[src/hw/rtl/vlc_pkg.sv]
`default_nettype none
package vlc_pkg;

    localparam int unsigned COMP_W = 16;
    localparam int unsigned SQ_W   = 2 * COMP_W;
    localparam int unsigned LANES  = 3;

    typedef logic signed [COMP_W-1:0] t_comp;

    // one slot of the square root pipeline
    typedef struct packed {
        logic              valid;
        logic              clamp;
        t_comp             x;
        t_comp             y;
        t_comp             z;
        logic [COMP_W-1:0] m;
        logic [SQ_W-1:0]   rem;
        logic [COMP_W-1:0] root;
    } t_sqrt_stage;

    // one slot of the divider pipeline, one lane per component
    typedef struct packed {
        logic                         valid;
        logic                         clamp;
        t_comp                        x;
        t_comp                        y;
        t_comp                        z;
        logic [LANES-1:0]             neg;
        logic [COMP_W-1:0]            len;
        logic [LANES-1:0][SQ_W-1:0]   rem;
        logic [LANES-1:0][COMP_W-1:0] quot;
    } t_div_stage;

endpackage
`default_nettype wire

[src/hw/rtl/vlc_sqrt.sv]
`default_nettype none
// Pipelined floor square root, one result bit per stage.
module vlc_sqrt (
    input  wire                   i_clk,
    input  wire                   i_rst_n,
    input  wire                   i_en,
    input  vlc_pkg::t_sqrt_stage  i_stage,
    output vlc_pkg::t_sqrt_stage  o_stage
);
    localparam int unsigned NB = vlc_pkg::COMP_W;

    vlc_pkg::t_sqrt_stage r_stg [0:NB];
    vlc_pkg::t_sqrt_stage n_stg [0:NB];

    assign n_stg[0] = i_stage;

    always_ff @(posedge i_clk) begin
        if (!i_rst_n) begin
            r_stg[0].valid <= 1'b0;
        end else if (i_en) begin
            r_stg[0] <= n_stg[0];
        end
    end

    for (genvar g = 0; g < NB; g++) begin : g_stage
        localparam int unsigned B = NB - 1 - g;
        logic [vlc_pkg::SQ_W+1:0] trial;

        // (root + 2^b)^2 - root^2 = root*2^(b+1) + 2^(2b)
        assign trial = ({(vlc_pkg::SQ_W+2-NB)'(0), r_stg[g].root} << (B + 1))
                     + ((vlc_pkg::SQ_W+2)'(1) << (2 * B));

        always_comb begin
            n_stg[g+1] = r_stg[g];
            if ({2'b00, r_stg[g].rem} >= trial) begin
                n_stg[g+1].rem  = r_stg[g].rem - trial[vlc_pkg::SQ_W-1:0];
                n_stg[g+1].root = r_stg[g].root | (NB'(1) << B);
            end
        end

        always_ff @(posedge i_clk) begin
            if (!i_rst_n) begin
                r_stg[g+1].valid <= 1'b0;
            end else if (i_en) begin
                r_stg[g+1] <= n_stg[g+1];
            end
        end
    end

    assign o_stage = r_stg[NB];
endmodule
`default_nettype wire

[config.mk]
export PLATFORM = sky130hd
export DESIGN_NAME = vlc_sqrt
export DESIGN_NICKNAME = d
export VERILOG_FILES = /design/src/hw/rtl/vlc_pkg.sv /design/src/hw/rtl/vlc_sqrt.sv
export SDC_FILE = /design/constraint.sdc
export NUM_CORES = 2
export LEC_CHECK = 0
export BUFFER_PORTS_ARGS = -buffer_cell sky130_fd_sc_hd__buf_4
export CAP_MARGIN = 20
export CORE_UTILIZATION = 67
export DETAILED_ROUTE_END_ITERATION = 12
export MAX_ROUTING_LAYER = met4
export PLACE_DENSITY = 0.85
export SLEW_MARGIN = 15
export SYNTH_ARGS = -nofsm -noshare
export SYNTH_HDL_FRONTEND = slang
export SYNTH_SLANG_ARGS = --single-unit
[constraint.sdc]
create_clock -name i_clk -period 84.5 [get_ports i_clk]
set_input_delay 4.225 -clock i_clk [delete_from_list [all_inputs] [get_ports i_clk]]
set_output_delay 4.225 -clock i_clk [all_outputs]
set_load 0.01 [all_outputs]
# After elaboration in Yosys (flattened, before gate mapping)
# Memories as Yosys holds them, arrays and structs flattened.
# Index checks and enable logic that the tools add are counted.
# word_totals
ramBits	1938
input_bits	117
out_inout_bits	114
wordCells	103
register_bits	0
n_memories	1
# memory_table
name	words	word_bits	rd	rd_clocked_by_memory_dff	wr	line_no	text
r_stg	17	114	17	0	17	vlc_sqrt.sv:12	vlc_pkg::t_sqrt_stage r_stg [0:NB];
# classes
add_sub_neg	32
mux	37
bitwise_logic	17
order_cmp	16
# ops
operator	n
48-bit 2-to-1 mux	16
32-bit subtractor	2
32-bit by 31-bit adder with 33-bit output (second input constant)	1
32-bit by 33-bit >= comparator with 1-bit output	1
31-bit by 29-bit adder with 32-bit output (second input constant)	1
32-bit by 18-bit >= comparator with 1-bit output	1
32-bit by 19-bit >= comparator with 1-bit output	1
32-bit by 20-bit >= comparator with 1-bit output	1
32-bit by 21-bit >= comparator with 1-bit output	1
32-bit by 22-bit >= comparator with 1-bit output	1
32-bit by 23-bit >= comparator with 1-bit output	1
32-bit by 24-bit >= comparator with 1-bit output	1
32-bit by 25-bit >= comparator with 1-bit output	1
32-bit by 26-bit >= comparator with 1-bit output	1
32-bit by 27-bit >= comparator with 1-bit output	1
32-bit by 28-bit >= comparator with 1-bit output	1
32-bit by 29-bit >= comparator with 1-bit output	1
32-bit by 30-bit >= comparator with 1-bit output	1
32-bit by 31-bit >= comparator with 1-bit output	1
32-bit >= comparator	1
32-bit by 18-bit subtractor with 32-bit output	1
32-bit by 19-bit subtractor with 32-bit output	1
32-bit by 20-bit subtractor with 32-bit output	1
32-bit by 21-bit subtractor with 32-bit output	1
26 further kinds	62

# Logic depth before layout (Yosys ltp)
# depth
ltp_word	4
mapped_depth	19
mapped_depth_nobuf	17

# Worst setup path after synthesis
# OpenSTA, ideal clock, no wires.
# synth_path
path_kind	input-to-reg
start	input port i_rst_n
end	memory r_stg[0][0] in the netlist's numbering, enable pin
t_arrival_ns	47.687
path_slack_ns	34.249
required_ns	81.936
path_buffers	1
stages	2
setup_ns	2.564
path_cell_list	clkbuf_1 and2_1
# synth_lines
element	line_no	text
start: declaration	vlc_sqrt.sv:5	input wire i_rst_n,
end: declaration	vlc_sqrt.sv:12	

==> flow_summary.ini <==
[power]
switching_share = 0.232
p_sw_mw = 0.503
powerDensity_nw_per_um2 = 24.4
irDropWorstVdd_mv = 0.0229
internal_power_mw = 1.67
power_leakage_nw = 31.9
clkPwrFrac = 0.387
pwr-share-comb = 0.088
power_frac_seq = 0.525

[worst_setup_path]
reg2reg_from = r_stg[14][2]$_SDFFCE_PP1P_
worst-r2r-setup-slack_ns = 79.51
r2r_end = r_stg[15][31]$_DFFE_PP_
cp.required_ns = 84.92
worstSetupStartpointType = primary input
startpoint = i_rst_n
critPathMaxFanout = 94
critPathCaptureType = flop
arrival_ns = 9.64
rr_worst_depth = 15
path_class = in2reg

[finish]
fin_nets = 5893
top_regs = r_stg: 1938 flops
final_cell_mix = edfxtp_1, nand2_1, ha_1
fin_cells = 7150
largest_reg_flops = 1938
regMostFlops = r_stg
layout_commonest_cell = edfxtp_1
final_layout_size_suffix_gt1_frac = 0.121
syn2layout_area_growth_pct = 12.6

[global_routing]
grt_pass1_wl_um = 228000
grt_overflow_total = 0
grt_max_degree = 194
antenna_found_initial = 2
grt_usage = 0.252
grt_pass1_vias = 42500

[min_path]
min_to = r_stg[4][74]$_DFFE_PP_
hold_path.class = reg2reg
hold_depth = 0
hold_path_startpoint = r_stg[3][74]$_DFFE_PP_

[floorplan]
die_h_um = 346
core_area_um2 = 117000
start_util = 0.679
dieArea_um2 = 120000
rows = 125
dieWidth_um = 346
ioPinCount = 231

[timing]
fin_skew_ns = 0.0663
setup_violations = 0
rsz0062_at_grt = false
fmax_mhz = 108
hold_viol = 0
slew_headroom = 0.276
tns_ns = 0
finalMaxSlewViolations = 0
min_period_ns = 9.22
tightest_slew_ns = 1.09
fin_crit_sh = 0.109

[synth]
synth_enable_flop_cells = 1937
synth_flop_cell = edfxtp_1
ys_types = 84
synth_fp_nets = 5508
synth_area_um2 = 79200
ys_seq_area_frac = 0.735
synthCells = 5089
synthArstFlopShare = 0
yosysWarnings = 0
syn_area_per_cell_um2 = 15.6
synth-seq-cells = 1938

[detailed_routing]
dr_total_vias = 42500
route.detailed.drc = 0
drt_iter0_markers = 3371
wl_per_cell_um = 20.6
dr.pass1.iters = 6
wl_um = 147000
viasPerCell = 5.95
postRouteAntennaNets = 0

[place]
finalWeightedCongestion = 0.952
dp.cells = 6807
hpwl_um = 89400
port_buffers = 230

[cts]
post_cts_buffers = 0
cts.sinks = 1938
cts_buffers = 184
path_clk_slew_ns = 0.07
cts_tree = yes
clk_latency_ns = 0.84
cts_hold_buf = 0
h-tree-depth = 4
clock-root-buffer = clkbuf_16
cts_max_path_buffers = 3
cts-resized-gates = 0

[run_status]
status = complete, no violations

[run]
max_cap_violations = 0
==> critical path, stage by stage <==
cell    delay, ns
buf_4        0.17
and2_4       0.76
buf_4        0.74
buf_4        0.90
buf_4        0.95
buf_4        0.84
buf_4        0.83
==> power groups by stage <==
stage | clock [mW] | sequential, mW | combinational [mW]
6_report | 0.839 | 1.14 | 0.191
5_1_grt | 0.891 | 1.14 | 0.210
4_1_cts | 0.853 | 1.14 | 0.189
3_5_place_dp | 0 | 1.16 | 0.185
3_3_place_gp | 0 | 1.16 | 0.180
2_1_floorplan | 0 | 1.23 | 0.139
==> synthesized netlist by cell type, drive strengths merged (21+ instances only) <==
master | instances | area (µm²)
nand3 | 129 | 646
o21ai | 238 | 1190
edfxtp | 1937 | 58200
nor4 | 52 | 332
a21o | 107 | 803
nand4 | 40 | 250
a21oi | 244 | 1220
o21bai | 28 | 210
o211ai | 21 | 158
xor2 | 201 | 1760
mux2 | 71 | 822
nand2 | 301 | 1150
clkbuf | 63 | 236
nor3 | 76 | 380
o21a | 39 | 293
and3 | 59 | 369
nor2b | 54 | 338
inv | 237 | 890
ha | 286 | 3580
o31ai | 35 | 263
nor2 | 258 | 971
a31oi | 25 | 156
xnor2 | 197 | 1730
or2 | 33 | 206
or3 | 37 | 241
a211oi | 23 | 173
nand2b | 57 | 357
==> metrics by stage <==
step           hold WS, ns  cell area (µm²)  power [mW]  setup WS, ns   util
2_1_floorplan        0.400            79200        1.37         34.25      -
3_3_place_gp         0.400            82800        1.34         74.55  0.710
3_5_place_dp         0.405            82800        1.34         74.36  0.710
4_1_cts              0.397            89000        2.18         75.25  0.763
5_1_grt              0.395            89100        2.25         74.88  0.764
6_report             0.394            89100        2.17         75.28  0.764
==> layer usage <==
layer / global-route usage / wire length, µm / up-vias
li1: - / - / 20100
met1: 0.285 / 56100 / 20600
met2: 0.449 / 78500 / 1452
met3: 0.0368 / 7280 / 343
met4: 0.101 / 5530 / 0
met5: - / 0 / -
==> cell type report <==
type                    instances  area, µm²
fillers                      6503      27500
inverters                     237        890
clock buffers                 217       4770
multi-input cells            2845      19900
clock inverters               120       1420
repair buffers                268       2100
flip-flops and latches       1938      58200
well taps                    1524       1910
diodes                          1       2.50
==> cell families after synthesis <==
family                     share of synthesized area
and+or+nand+nor                               0.0750
AOI/OAI and AO/OA                             0.0703
muxes                                         0.0118
adders and majority gates                     0.0492
buffers and inverters                         0.0148
DFF                                            0.735
xor gates and xnor gates                      0.0441
==> how the worst max path moves through the flow <==
stage	slack (ns)	depth (start not counted)	endpoint
after floorplan	34.25	2	r_stg[0][0]$_DFFE_PP_
after global placement	74.55	7	r_stg[13][48]$_DFFE_PP_
after detailed placement	74.36	7	r_stg[15][94]$_DFFE_PP_
after CTS	75.25	7	r_stg[10][55]$_DFFE_PP_
after global routing	74.88	7	r_stg[15][107]$_DFFE_PP_
final	75.28	7	r_stg[10][55]$_DFFE_PP_
(Power assumes the default switching activity.)
