[config.mk]
export PLATFORM = sky130hd
export DESIGN_NAME = vlc_div
export DESIGN_NICKNAME = d
export VERILOG_FILES = /design/src/hw/rtl/vlc_pkg.sv /design/src/hw/rtl/vlc_div.sv
export SDC_FILE = /design/constraint.sdc
export NUM_CORES = 2
export LEC_CHECK = 0
export BUFFER_PORTS_ARGS = -buffer_cell sky130_fd_sc_hd__buf_4
export CAP_MARGIN = 10
export CORE_MARGIN = 8
export CORE_UTILIZATION = 47
export DETAILED_ROUTE_END_ITERATION = 10
export SYNTH_ARGS = -nofsm -noshare
export SYNTH_HDL_FRONTEND = slang
export SYNTH_SLANG_ARGS = --single-unit
[constraint.sdc]
create_clock -name i_clk -period 150.9 [get_ports i_clk]
set_clock_uncertainty 0.1 [all_clocks]
set_input_delay 7.545 -clock i_clk [delete_from_list [all_inputs] [get_ports i_clk]]
set_output_delay 7.545 -clock i_clk [all_outputs]
set_load 0.01 [all_outputs]
[src/hw/rtl/vlc_pkg.sv]
`default_nettype none
package vlc_pkg;

    localparam int unsigned COMP_W = 16;
    localparam int unsigned SQ_W   = 2 * COMP_W;
    localparam int unsigned LANES  = 3;

    typedef logic signed [COMP_W-1:0] t_comp;

    // one slot of the square root pipeline
    typedef struct packed {
        logic              valid;
        logic              clamp;
        t_comp             x;
        t_comp             y;
        t_comp             z;
        logic [COMP_W-1:0] m;
        logic [SQ_W-1:0]   rem;
        logic [COMP_W-1:0] root;
    } t_sqrt_stage;

    // one slot of the divider pipeline, one lane per component
    typedef struct packed {
        logic                         valid;
        logic                         clamp;
        t_comp                        x;
        t_comp                        y;
        t_comp                        z;
        logic [LANES-1:0]             neg;
        logic [COMP_W-1:0]            len;
        logic [LANES-1:0][SQ_W-1:0]   rem;
        logic [LANES-1:0][COMP_W-1:0] quot;
    } t_div_stage;

endpackage
`default_nettype wire

[src/hw/rtl/vlc_div.sv]
`default_nettype none
// Pipelined restoring divider, three lanes, one quotient bit per stage.
// Quotient is known to fit in COMP_W bits.
module vlc_div (
    input  wire                  i_clk,
    input  wire                  i_rst_n,
    input  wire                  i_en,
    input  vlc_pkg::t_div_stage  i_stage,
    output vlc_pkg::t_div_stage  o_stage
);
    localparam int unsigned NB = vlc_pkg::COMP_W;

    vlc_pkg::t_div_stage r_stg [0:NB-1];
    vlc_pkg::t_div_stage n_stg [0:NB-1];

    for (genvar g = 0; g < NB; g++) begin : g_stage
        localparam int unsigned B = NB - 1 - g;
        vlc_pkg::t_div_stage cur;
        logic [vlc_pkg::SQ_W:0] dvs;

        if (g == 0) begin : g_first
            assign cur = i_stage;
        end else begin : g_next
            assign cur = r_stg[g-1];
        end

        assign dvs = {(vlc_pkg::SQ_W+1-NB)'(0), cur.len} << B;

        always_comb begin
            n_stg[g] = cur;
            for (int k = 0; k < vlc_pkg::LANES; k++) begin
                if ({1'b0, cur.rem[k]} >= dvs) begin
                    n_stg[g].rem[k]  = cur.rem[k] - dvs[vlc_pkg::SQ_W-1:0];
                    n_stg[g].quot[k] = cur.quot[k] | (NB'(1) << B);
                end
            end
        end

        always_ff @(posedge i_clk) begin
            if (!i_rst_n) begin
                r_stg[g].valid <= 1'b0;
            end else if (i_en) begin
                r_stg[g] <= n_stg[g];
            end
        end
    end

    assign o_stage = r_stg[NB-1];
endmodule
`default_nettype wire

# Word level (Yosys, flattened, before mapping)
# Memory sizes are Yosys's and may differ from the RTL's.
# Index checks and enable logic that the tools add are counted.
# word_totals
latch_bits	0
romBits	0
ramBits	3408
memories	1
ff_bits	0
# mem_list
memory	depth	word_bits	read_ports	rd_clocked_by_memory_dff	wr	line	source
r_stg	16	213	16	0	16	vlc_div.sv:13	vlc_pkg::t_div_stage r_stg [0:NB-1];
# op_classes
n_shift	0
reduce_logical	0
magnitude_cmp	48
eq_ne	0
bitwise	16
add_sub_neg	48
div_mod_pow	0
multipliers	0
n_mux	116
# ops
cell	n
two-way mux 32 bit	48
>= comparator 32 x 16 -> 1 bit	3
>= comparator 32 x 17 -> 1 bit	3
>= comparator 32 x 18 -> 1 bit	3
>= comparator 32 x 19 -> 1 bit	3
>= comparator 32 x 20 -> 1 bit	3
>= comparator 32 x 21 -> 1 bit	3
>= comparator 32 x 22 -> 1 bit	3
>= comparator 32 x 23 -> 1 bit	3
>= comparator 32 x 24 -> 1 bit	3
>= comparator 32 x 25 -> 1 bit	3
>= comparator 32 x 26 -> 1 bit	3
>= comparator 32 x 27 -> 1 bit	3
>= comparator 32 x 28 -> 1 bit	3
>= comparator 32 x 29 -> 1 bit	3
>= comparator 32 x 30 -> 1 bit	3
>= comparator 32 x 31 -> 1 bit	3
subtractor 32 x 16 -> 32 bit	3
subtractor 32 x 17 -> 32 bit	3
subtractor 32 x 18 -> 32 bit	3
subtractor 32 x 19 -> 32 bit	3
subtractor 32 x 20 -> 32 bit	3
subtractor 32 x 21 -> 32 bit	3
subtractor 32 x 22 -> 32 bit	3
26 further kinds	111

# Logic depth before layout (Yosys ltp)
# depth
ltp_word	4
mapped_depth	13
depth_no_buf	12

# Worst setup path after synthesis
# No wires, ideal clock.
# synth_timing
path_type	input to register
from	in i_rst_n
to	mem r_stg[0][0] (netlist bit), enable pin
setup_time_ns	4.256
t_arrival_ns	84.057
cell_stages	2
path_slack_ns	62.488
cell_sequence	clkbuf_1 and2_1
# synth_lines
element	line	source
start, declared	vlc_div.sv:6	input wire i_rst_n,
end, declared	vlc_div.sv:13	

==> flow_results.org <==
** Route
- Summed over all layers, the routed wires come to 377000 um.
- Remaining antenna violation count :: 0
- The routed layout has ~94k vias.
- After detailed routing, the average wire length per cell comes to approximately 22 um.
- Post-route DRC violation count :: 0
- The first TritonRoute pass finished after 6 iterations.
- Drt first-iter violations :: approximately 5.8k
- Using the TritonRoute via totals, the vias-per-cell ratio works out to approximately 5.5.

** CTS
- The number of gates resized after CTS was 0.
- After clock tree synthesis, the setup repair step added 0 buffers.
- Number of buffers added to fix hold violations after cts :: 0
- Clock Path Buffers :: 4
- The later pin in the worst-skew pair is clocked with a latency of around 950 ps.
- Sinks on the clock net :: between 3k and 4k
- TritonCTS built the clock tree.
- The tree is rooted in a sky130_fd_sc_hd__clkbuf_16.
- Clock-pin slew was measured on the worst setup and hold paths at around 60 ps.
- CTS buffer count :: roughly 360
- H-Tree Depth :: 5

** Place
- Once placement completed, the tool counted placed cells totaling between 15k and 20k.
- Gpl congestion :: roughly 0.96
- Half-perimeter wire length of the detailed placement result :: ~290000 um
- Quantity of I/O buffers inserted on ports :: 428
- Summing all placed instances gives a cell area of 167000 um2.

** Timing
- In this run the tightest slew margin relative to its limit is 21.1%.
- RSZ-0062 raised after global routing :: no
- The hold violation count in the final report is 0.
- Setup total negative slack on the finished layout was measured at 0 ps.
- Setup violation total in the final timing report :: 0
- Transition time of the tightest slew-check pin :: 1180 ps
- The max-slew violation total from the final report was 0.
- The worst path in the final design needs a cycle of between 10000 and 15000 ps, including I/O delays and setup.
- The final critical path takes up under 10% of the cycle.
- Maximum clock frequency :: between 70 and 80 MHz

** Setup path
- STA puts the critical path data required time at approximately 150000 ps.
- Type of destination of the critical path :: register
- For this run, the slowest stage of the critical path takes around 790 ps.
- Worst Path Max Fanout :: 194
- At the worst endpoint, the arrival time is 13570 ps.
- Type of the worst setup path :: input pin to register
- Max stage delay cell, worst path :: sky130_fd_sc_hd__buf_4
- Crit path launch type :: input pin
- Cell Chain, Critical Path :: buf_4 > and2_4 > buf_4 > buf_12 > buf_4 > buf_4 > buf_4 > buf_4 > buf_12
- Most frequent cell on the critical path :: sky130_fd_sc_hd__buf_4

** Hold path
- The worst hold path belongs to the class register to register.

** Cells and area
- The post-route netlist has a little over a tenth of its cells at a drive strength greater than 1.
- Final net count :: roughly 13k
- Relative area change from synthesis to final layout :: 13.2%
- Once layout is done, the placed cells without fillers occupy approximately 180000 um2.
- The register with the most flip-flops in the layout has about 3.4k of them.
- Counting flops per register, the top entry is r_stg.
- The largest registers in the layout are r_stg: 3408 flops.
- The count of cells in the finished layout, fillers not included, comes to between 15k and 20k.

** Power and ir drop
- Net Sw Frac :: 24.6%
- Clock group share of total power :: a little under two fifths
- The share of total power dissipated in combinational logic is about an eighth.
- Leakage Power :: between 60 and 70 nW
- IR Drop Worst-Case VDD :: 0.00937 mV
- In this run the power density over the cells is between 10 and 15 nW/um2.
- Internal cell power :: approximately 1.7 mW
- Sequential cells account for between 40% and 50% of the total power.
- Summed over all nets, the switching power comes to 0.566 mW.

** Logic synthesis
- Number of flops mapped to enable cells by yosys :: roughly 3.4k
- Syn nets :: around 13k
- The top cell type by area accounts for between 60 and 70% of the synthesized area.
- After synthesis, the share of flip-flops with an asynchronous set or reset is 0%.
- In the post-synthesis netlist, the cell with the most instances is sky130_fd_sc_hd__edfxtp_1.
- For this run, the number of Yosys warnings is 0.
- Dominant cells by area after synthesis :: sky130_fd_sc_hd__edfxtp_1 65%, sky130_fd_sc_hd__ha_1 6.1%, sky130_fd_sc_hd__xnor2_1 2.7%, sky130_fd_sc_hd__xor2_1 2.5%, sky130_fd_sc_hd__a21oi_1 2.3%
- Gate Count Post-Synth :: 11.7k
- Leading cell types by count after synthesis :: 3407 x sky130_fd_sc_hd__edfxtp_1, 768 x sky130_fd_sc_hd__ha_1, 726 x sky130_fd_sc_hd__nand2_1, 726 x sky130_fd_sc_hd__nor2_1, 722 x sky130_fd_sc_hd__a21oi_1
- The synthesized netlist contains 95 unique library cells.
- Post-Synthesis Cell Area :: 158000 um2
- After synthesis the netlist holds a flip-flop and latch count of 3408.
- Most used DFF post-synth :: sky130_fd_sc_hd__edfxtp_1
- Dominant cell type by area after synthesis :: sky130_fd_sc_hd__edfxtp_1
- Post-synthesis area per instance :: 13.5 um2
- For this run, the register share of the synthesized area comes to ~65%.

** Global routing
- Initial antenna violation count :: 5
- For this run, the total global-route usage over all layers was measured as between 20% and 30%.
- Remaining Overflow, GRT :: 0
- Global-route wire length before repair :: 565000 um
- Vias in the first global route :: roughly 96k
- Entering global routing, the biggest net connects a little under 200 pins.

** Floorplanning
- Number of top-level pins :: around 430
- The die is roughly 600 um wide.
- Initial core utilization :: between 40% and 50%
- Die ar. :: between 300000 and 400000 um2
- Number of cell rows :: between 200 and 250
- Core footprint :: around 340000 um2
- Die boundary height :: 596 um

** Run status
- The run finished with clean final reports.

** Job
- Number of max-capacitance violations reported :: 0
-- final timing paths --
path                 startpoint              to  slack [ps]  depth (start not counted)
setup / recovery           i_en  r_stg[1][1426]      137760                          9
hold / removal    r_stg[1][659]   r_stg[1][872]         300                          0
setup reg to reg  r_stg[1][368]   r_stg[1][563]      146220                          9
hold reg to reg   r_stg[1][659]   r_stg[1][872]         300                          0
-- power groups by stage --
stage               clock network, mW  logic [mW]  registers, mW
finish                          0.880       0.287           1.14
global route                    0.943       0.318           1.14
CTS                             0.908       0.288           1.14
detailed placement                  0       0.287           1.16
global placement                    0       0.283           1.16
floorplan                           0       0.208           1.29
-- cell type report --
type / instances / area, um2
Clock inverter: 226 / 2590
Antenna cell: 9 / 22.5
Clock buffer: 434 / 9390
Multi-Input combinational cell: 7603 / 53100
Inverter: 495 / 1860
Timing Repair Buffer: 518 / 3960
Fill cell: 27400 / 157000
Tap cell: 4407 / 5510
Sequential cell: 3408 / 102000
-- worst max-delay path, delay by kind of cell --
family | cells | cell delay, ps
AND/OR/NAND/NOR | 1 | 520
buffers and inverters | 8 | 4950
-- per-stage QoR --
stage | hold WS (ps) | power (mW) | setup WS [ps] | utilization, %
floorplan | 300 | 1.50 | 62490 | -
global placement | 300 | 1.44 | 137060 | 49.7
detailed placement | 305 | 1.45 | 136820 | 49.7
CTS | 296 | 2.34 | 137830 | 53.3
global route | 306 | 2.41 | 137240 | 53.3
finish | 304 | 2.31 | 137760 | 53.3
-- routing by layer --
metal	wire (um)	up-vias	part of all wire, %	GRT usage (%)
li1	-	46000	-	-
met5	0	-	0	0
met4	31900	0	8.5	14.7
met3	12800	888	3.4	2.78
met2	197000	2223	52	38.3
met1	135000	44400	36	20.9
-- cells by family (layout without fill, tap and decap cells) --
group | after synthesis | in the layout | share of synthesized area (%)
mux | 202 | 202 | 1.42
other cells | 0 | 9 | 0
simple gates | 3061 | 3061 | 9.82
fa+ha+maj | 816 | 816 | 6.69
xor+xnor | 952 | 952 | 5.28
buf+inv | 698 | 1673 | 1.68
flops | 3408 | 3408 | 64.8
compound gates | 2572 | 2572 | 10.3
-- layout by cell type, fill, tap and decap left out, types with 68 or more instances in the layout --
cell,n
sky130_fd_sc_hd__o21a_1,165
sky130_fd_sc_hd__ha_1,768
sky130_fd_sc_hd__or3_1,140
sky130_fd_sc_hd__and3_1,83
sky130_fd_sc_hd__o31ai_1,72
sky130_fd_sc_hd__o21bai_1,76
sky130_fd_sc_hd__buf_4,512
sky130_fd_sc_hd__a211oi_1,91
sky130_fd_sc_hd__xnor2_1,494
sky130_fd_sc_hd__nand2_1,726
sky130_fd_sc_hd__mux2_2,176
sky130_fd_sc_hd__a21o_1,244
sky130_fd_sc_hd__edfxtp_1,3407
sky130_fd_sc_hd__nor4_1,163
sky130_fd_sc_hd__nand4_1,117
sky130_fd_sc_hd__nor2_1,723
sky130_fd_sc_hd__a21oi_1,719
sky130_fd_sc_hd__xor2_1,458
sky130_fd_sc_hd__nand3_1,183
sky130_fd_sc_hd__nand2b_1,141
sky130_fd_sc_hd__nor3_1,259
sky130_fd_sc_hd__nor2b_1,144
sky130_fd_sc_hd__or2_2,68
sky130_fd_sc_hd__inv_1,495
sky130_fd_sc_hd__o211ai_1,71
sky130_fd_sc_hd__clkbuf_16,363
sky130_fd_sc_hd__o21ai_0,678
No activity file was read; power rests on OpenSTA's default activity.
